## src/design/assert_macros.svh

```systemverilog
// Assertion macros used by the mailbox top level.
// Depends on nothing; included by files that carry concurrent assertions.
`ifndef ASSERT_MACROS_SVH
`define ASSERT_MACROS_SVH

// When the antecedent holds, the consequent must hold in the same cycle.
`define ASSERT_IMPLIES(lbl, c, r, a, b) \
  lbl: assert property (@(posedge c) disable iff (r) (a) |-> (b)) \
    else $error("mailbox assertion failed");

// When the antecedent holds, the consequent must hold in the next cycle.
`define ASSERT_NEXT(lbl, c, r, a, b) \
  lbl: assert property (@(posedge c) disable iff (r) (a) |=> (b)) \
    else $error("mailbox assertion failed");

`endif

```

## src/design/mqm_ram.sv

```systemverilog
// Generic single-port-write, single-port-read RAM with a registered read.
// Depends on nothing; instanced for the pointer and message memories.
module mqm_ram #(
  parameter int WIDTH = 8,
  parameter int DEPTH = 16,
  localparam int AW = (DEPTH > 1) ? $clog2(DEPTH) : 1
) (
  input  logic             clk,
  input  logic             we,
  input  logic [AW-1:0]    waddr,
  input  logic [WIDTH-1:0] wdata,
  input  logic             re,
  input  logic [AW-1:0]    raddr,
  output logic [WIDTH-1:0] rdata
);

  logic [WIDTH-1:0] mem [DEPTH];

  always_ff @(posedge clk) begin
    if (we) begin
      mem[waddr] <= wdata;
    end
    if (re) begin
      rdata <= mem[raddr];
    end
  end

endmodule

```

## config.mk

```make
export PLATFORM = sky130hd
export DESIGN_NAME = mqm_ram
export DESIGN_NICKNAME = d
export VERILOG_FILES = /design/src/design/assert_macros.svh /design/src/design/mqm_ram.sv
export SDC_FILE = /design/constraint.sdc
export NUM_CORES = 1
export LEC_CHECK = 0
export BUFFER_PORTS_ARGS = -buffer_cell sky130_fd_sc_hd__buf_2
export CAP_MARGIN = 20
export CORE_MARGIN = 3
export CORE_UTILIZATION = 55
export DETAILED_ROUTE_END_ITERATION = 12
export PLACE_DENSITY = 0.7
export SLEW_MARGIN = 20
export SYNTH_ARGS = -nofsm -noshare
export SYNTH_HDL_FRONTEND = slang
export SYNTH_SLANG_ARGS = --single-unit
```

## constraint.sdc

```tcl
create_clock -name clk -period 2.5 [get_ports clk]
set_input_delay 0.375 -clock clk [delete_from_list [all_inputs] [get_ports clk]]
set_output_delay 0.375 -clock clk [all_outputs]
set_load 0.02 [all_outputs]
```

==> impl_metrics.toml, run 1 <==
[yosys]
synth_seq_area_share_pct = 78.1
syn_area_um2 = 5230
synthDistinctLibCells = 18
ys_ff_latch = 136
postSynthAreaPerCell_um2 = 22.8
synthCells = 229
synth-adder-area-share_pct = 0
synth_compound_area_share_pct = 2.30
synth_top_family_by_area = "multiplexers"
synth_warnings = 0
synth.mux.area_fraction_pct = 14.8
synth.net_count = 248
synth-xor-area-share_pct = 0
synth-simple-area-share_pct = 3.14

[worst_hold_path]
min_path_cells = 1
holdPathEnd = "mem[8][2]"
hold_start = "wdata[2]"
min_path_type = "input port to flip-flop"

[floorplan]
die_width_um = 103
ios = 27
rows = 34
core_area_um2 = 8980
die_area_um2 = 10700
initial_core_util_pct = 58.2
die-height_um = 103

[place]
portBuffers = 26
hpwl_mm = 6.16
placed_area_um2 = 5600
globalplace.congestion = 0.728

[timing]
setup_viol = 0
grt_setup_unrepaired = "false"
period_share_pct = 60.0
fin_tns_setup_ps = 0
finalClockSkew_ps = 7.09
maxSlewViolCount = 0
max_freq_mhz = 666
layout_min_cycle_time_ps = 1500
tightest_slew_ps = 787
relSlewSlack_pct = 47.5
hold_violations = 0

[pwr]
p_per_area_nw_per_um2 = 813
static-leakage-power_nw = 2.06
ir_worst_vdd_v = 0.000466

[route]
first_iter_violations = 240
dr.pass1.iters = 4
drtAntennaViolNets = 0
vias = 2467
via_per_inst = 5.86
wl_per_cell_um = 23.4
post-route-drc-count = 0
routed_wl_mm = 9.83

[clock_network]
clockBufferDepth = 2
clock_sinks = 136
numCtsBuffers = 17
h-tree-depth = 4
clockRootBuffer = "clkbuf_8"
cts-resized-gates = 0
cts_tree = "done"
clk_pin_slew_ps = 60
insertion_delay_ps = 500
ctsHoldBuffers = 0
cts_setup_buffers = 0

[setup_path]
r2r-end = "rdata[1]"
critPathCaptureType = "flip-flop"
critPathRequiredTime_ps = 2750
reg2regPathDepth = 3
worstPathMaxFanout = 1
arrival_ps = 1750
cp-startpoint = "mem[2][1]"
r2r_start = "mem[2][1]"
critPathKind = "flip-flop to flip-flop"
cp-start-kind = "flip-flop"
rrSetupSlack_ps = 1000

[finish]
multi_input_area_um2 = 1060
syn_to_final_growth_pct = 16.8
nFillCells = 583
final_cell_mix = "edfxtp_1, buf_2, mux4_2"
final_layout_size_suffix_gt1_share_pct = 29.8
regArea_um2 = 4080
fin_area_um2 = 6110
antenna_cells = 0
final_common_cell = "edfxtp_1"
final_nets = 302

[global_route]
antenna_found_initial = 0
grt_first_pass_wirelength_mm = 15.1
overflow = 0
grt.total_usage_pct = 20.8
grt_pass1_vias = 2542
grt_max_degree = 33

[outcome]
status = "complete, no violations"

[run]
maxCapViolations = 0
## synthesized netlist by cell type (all sizes together)
| cell type | number | share of area, % |
|---|---|---|
| and2b | 1 | 0.14 |
| nor2 | 13 | 0.93 |
| nor3 | 4 | 0.38 |
| mux4 | 32 | 15 |
| a22oi | 16 | 2.3 |
| nor2b | 1 | 0.12 |
| edfxtp | 136 | 78 |
| buf | 7 | 1.1 |
| nand2 | 9 | 0.65 |
| or3b | 1 | 0.17 |
| nand2b | 2 | 0.24 |
| nand3 | 1 | 0.096 |
| and2 | 1 | 0.12 |
| clkdlybuf4s25 | 3 | 0.57 |
| nand3b | 2 | 0.29 |
## registers in the layout, indices dropped and copies added, names as in the netlist
signal,count
mem,128
rdata,8
## through the flow
step                      total power [mW]  utilization (%)  instances  worst slack (ps)  hold slack (ps)
after floorplan                       2.77                -        229               632              474
after global placement                2.87             62.4        390               498              725
after detailed placement              2.88             62.4        390               491              739
after CTS                             5.01             68.0        421               991              225
after global routing                  5.13             68.0        421               903              233
final                                 4.97             68.0        421               999              255
## worst max-delay path, cell delays in order (launching register included)
cell	delay (ps)
edfxtp_1	360
mux4_1	500
a22oi_1	300
nand2_1	80
## routing by layer
metal	track usage (%)	routed length [um]	up-vias	part of all wire, %
li1	-	-	1090	-
met1	30.9	3890	1249	40
met2	30.2	5000	118	51
met3	4.96	799	10	8.1
met4	8.57	146	0	1.5
met5	0	0	-	0
## cell families after synthesis
logic type	Yosys count
AOI/OAI and AO/OA	16
and+or+nand+nor	35
muxes	32
DFF	136
buffers and inverters	10
## final cells by class
cell class,count,share of cell area [%]
Clock inverter,11,1.37
Tap cell,126,2.58
Timing Repair Buffer,45,4.88
Multi-Input combinational cell,83,17.3
Clock buffer,20,6.97
Sequential cell,136,66.9
## worst max path at each step
stage                     end  slack [ps]  depth (start not counted)
floorplan           mem[0][0]         630                          2
global placement     rdata[1]         500                          5
detailed placement   rdata[4]         490                          5
CTS                  rdata[4]         990                          3
global route         rdata[4]         900                          3
finish               rdata[1]        1000                          3
## report_power, final
part / switching, mW / internal, mW
logic: 0.144 / 0.100
registers: 0.0135 / 2.57
clock network: 0.847 / 1.29
No activity file was read; power rests on OpenSTA's default activity.
==> run 2: changes to the inputs <==
--- a/config.mk
+++ b/config.mk
@@ -8,9 +8,9 @@
 export BUFFER_PORTS_ARGS = -buffer_cell sky130_fd_sc_hd__buf_2
 export CAP_MARGIN = 20
 export CORE_MARGIN = 3
-export CORE_UTILIZATION = 55
+export CORE_UTILIZATION = 54
 export DETAILED_ROUTE_END_ITERATION = 12
-export PLACE_DENSITY = 0.7
+export PLACE_DENSITY = 0.71
 export SLEW_MARGIN = 20
 export SYNTH_ARGS = -nofsm -noshare
 export SYNTH_HDL_FRONTEND = slang
==> constraint.sdc (replaced) <==
create_clock -name clk -period 1.3 [get_ports clk]
set_input_delay 0.195 -clock clk [delete_from_list [all_inputs] [get_ports clk]]
set_output_delay 0.195 -clock clk [all_outputs]
set_load 0.02 [all_outputs]
==> run 2 against run 1 <==
Compared with the run above:
- die area is 1.7% higher
- via count is 2.4% higher
- setup slack worse by 1100 ps
- highest routed layer unchanged
- the flow now finishes with violations (negative setup slack)
- core utilization is 1.5 points higher
- first-iteration DRC count is 1.7% higher
- largest power group is now the clock network
- cell count is 3.3% higher
- wire length is 7.3% higher
- combinational power is 140% higher
- sequential power is 93% higher
- critical path type unchanged
- global-route usage is 0.57 points higher
- total power is 120% higher
==> impl_metrics.toml, run 2 (synthesis results as in run 1) <==
[outcome]
status = "finished with violations"
violations = "negative setup slack"

[finish]
stdcell_count = 435
fin_area_um2 = 6480
antenna_cells = 0
final_cell_mix = "edfxtp_1, mux4_2, buf_2"
largest-register = "mem"
nFillCells = 569
top_regs = "mem (128), rdata (8)"
largest_register_ffs = 128
final_layout_size_suffix_gt1_share_pct = 43.1
syn_to_final_growth_pct = 24.0
final_nets = 312
final_common_cell = "edfxtp_1"

[floorplan]
die_area_um2 = 10900
core_area_um2 = 9330
die_width_um = 104
initial_core_util_pct = 56.0
ios = 27
die-height_um = 104
rows = 35

[setup_path]
cp_cell_sequence = "mux4_2 -> a22oi_2 -> nand2_1"
arrival_ps = 1680
critPathRequiredTime_ps = 1560
critPathBufInv = 0
worstPathMaxFanout = 1
cp-start-kind = "flip-flop"
critical-path-top-delay-family = "multiplexers"
cpPeakStageDelay_ps = 500
critPathCaptureType = "flip-flop"
slowest_stage = "mux4_2"
critPathKind = "flip-flop to flip-flop"

[clock_network]
clockRootBuffer = "clkbuf_8"
numCtsBuffers = 17
clockBufferDepth = 2
clock_sinks = 136
insertion_delay_ps = 510
h-tree-depth = 4
cts_tree = "done"
ctsHoldBuffers = 0
clk_pin_slew_ps = 60

[place]
globalplace.congestion = 0.786
portBuffers = 26
dpl.cell_count = 403
hpwl_mm = 6.46
placed_area_um2 = 5750

[worst_hold_path]
min_path_type = "input port to flip-flop"

[timing]
fin_tns_setup_ps = -760
max_freq_mhz = 704
relSlewSlack_pct = 48.0
setup_viol = 9
setup_ws_ps = -120
maxSlewViolCount = 0
layout_min_cycle_time_ps = 1420
period_share_pct = 109
finalClockSkew_ps = 7.65
hold_violations = 0
grt_setup_unrepaired = "true"
tightest_slew_ps = 778

[route]
first_iter_violations = 244
vias = 2526
wl_per_cell_um = 24.3
dr.pass1.iters = 4
via_per_inst = 5.81
drtAntennaViolNets = 0
routed_wl_mm = 10.6
post-route-drc-count = 0

[pwr]
ir_worst_vdd_v = 0.000867
power_mw = 10.9
static-leakage-power_nw = 2.18
p_per_area_nw_per_um2 = 1690

[global_route]
grt_first_pass_wirelength_mm = 16.6
grt_max_degree = 18
grt_pass1_vias = 2625
antenna_found_initial = 0
overflow = 0
grt.total_usage_pct = 21.4

[run]
maxCapViolations = 0
-- run 2: cell types whose count changed in the layout (fill, tap and decap cells not counted), moves of 4 or more --
| cell | previous run | this run |
|---|---|---|
| mux4_1 | 14 | 1 |
| mux4_2 | 18 | 31 |
| a22oi_1 | 16 | 6 |
| a22oi_2 | 0 | 10 |
| buf_12 | 2 | 9 |
| bufinv_16 | 1 | 7 |
| nor3_1 | 4 | 0 |
-- run 2: layout make-up --
cell class | instances | area, um2 | share of cell area [%]
Clock buffer | 18 | 418 | 6.45
Clock inverter | 14 | 251 | 3.88
Multi-Input combinational cell | 83 | 1090 | 16.9
Sequential cell | 136 | 4080 | 63.0
Tap cell | 129 | 161 | 2.49
Timing Repair Buffer | 55 | 473 | 7.30
-- run 2: final timing paths --
check,end,from,slack [ps],depth (start not counted)
worst max register to register,rdata[0],mem[14][0],-120,3
worst max-delay path,rdata[0],mem[14][0],-120,3
worst min register to register,rdata[0],mem[4][0],750,3
worst min-delay path,rdata[3],re,50,1
-- run 2: timing repair --
item                                    CTS  global route
endpoints found under the setup margin    9            10
buffers inserted                          0             0
gates resized for setup                  11             3
pin swaps                                 2             0
-- run 2: through the flow --
| stage | hold slack [ps] | setup slack (ps) | util, % |
|---|---|---|---|
| finish | 48.7 | -120 | 69.5 |
| global route | 42.7 | -182 | 69.5 |
| CTS | 29.6 | -134 | 69.4 |
| detailed placement | 578 | -504 | 61.6 |
| global placement | 580 | -500 | 61.6 |
| floorplan | 294 | -95.4 | - |
-- run 2: metal layers --
layer / up-vias / wire [um] / GRT usage (%) / part of all wire [%]
met5: - / 0 / 0 / 0
met3: 17 / 619 / 5.09 / 5.9
met2: 104 / 5260 / 33.6 / 50
met4: 0 / 231 / 8.26 / 2.2
met1: 1307 / 4450 / 29.3 / 42
li1: 1098 / - / - / -
-- run 2: power by group --
part | switching, mW | leakage, nW | internal, mW
logic | 0.322 | 0.619 | 0.253
clock network | 1.71 | 0.322 | 3.68
registers | 0.0287 | 1.24 | 4.94
total | 2.06 | 2.18 | 8.87
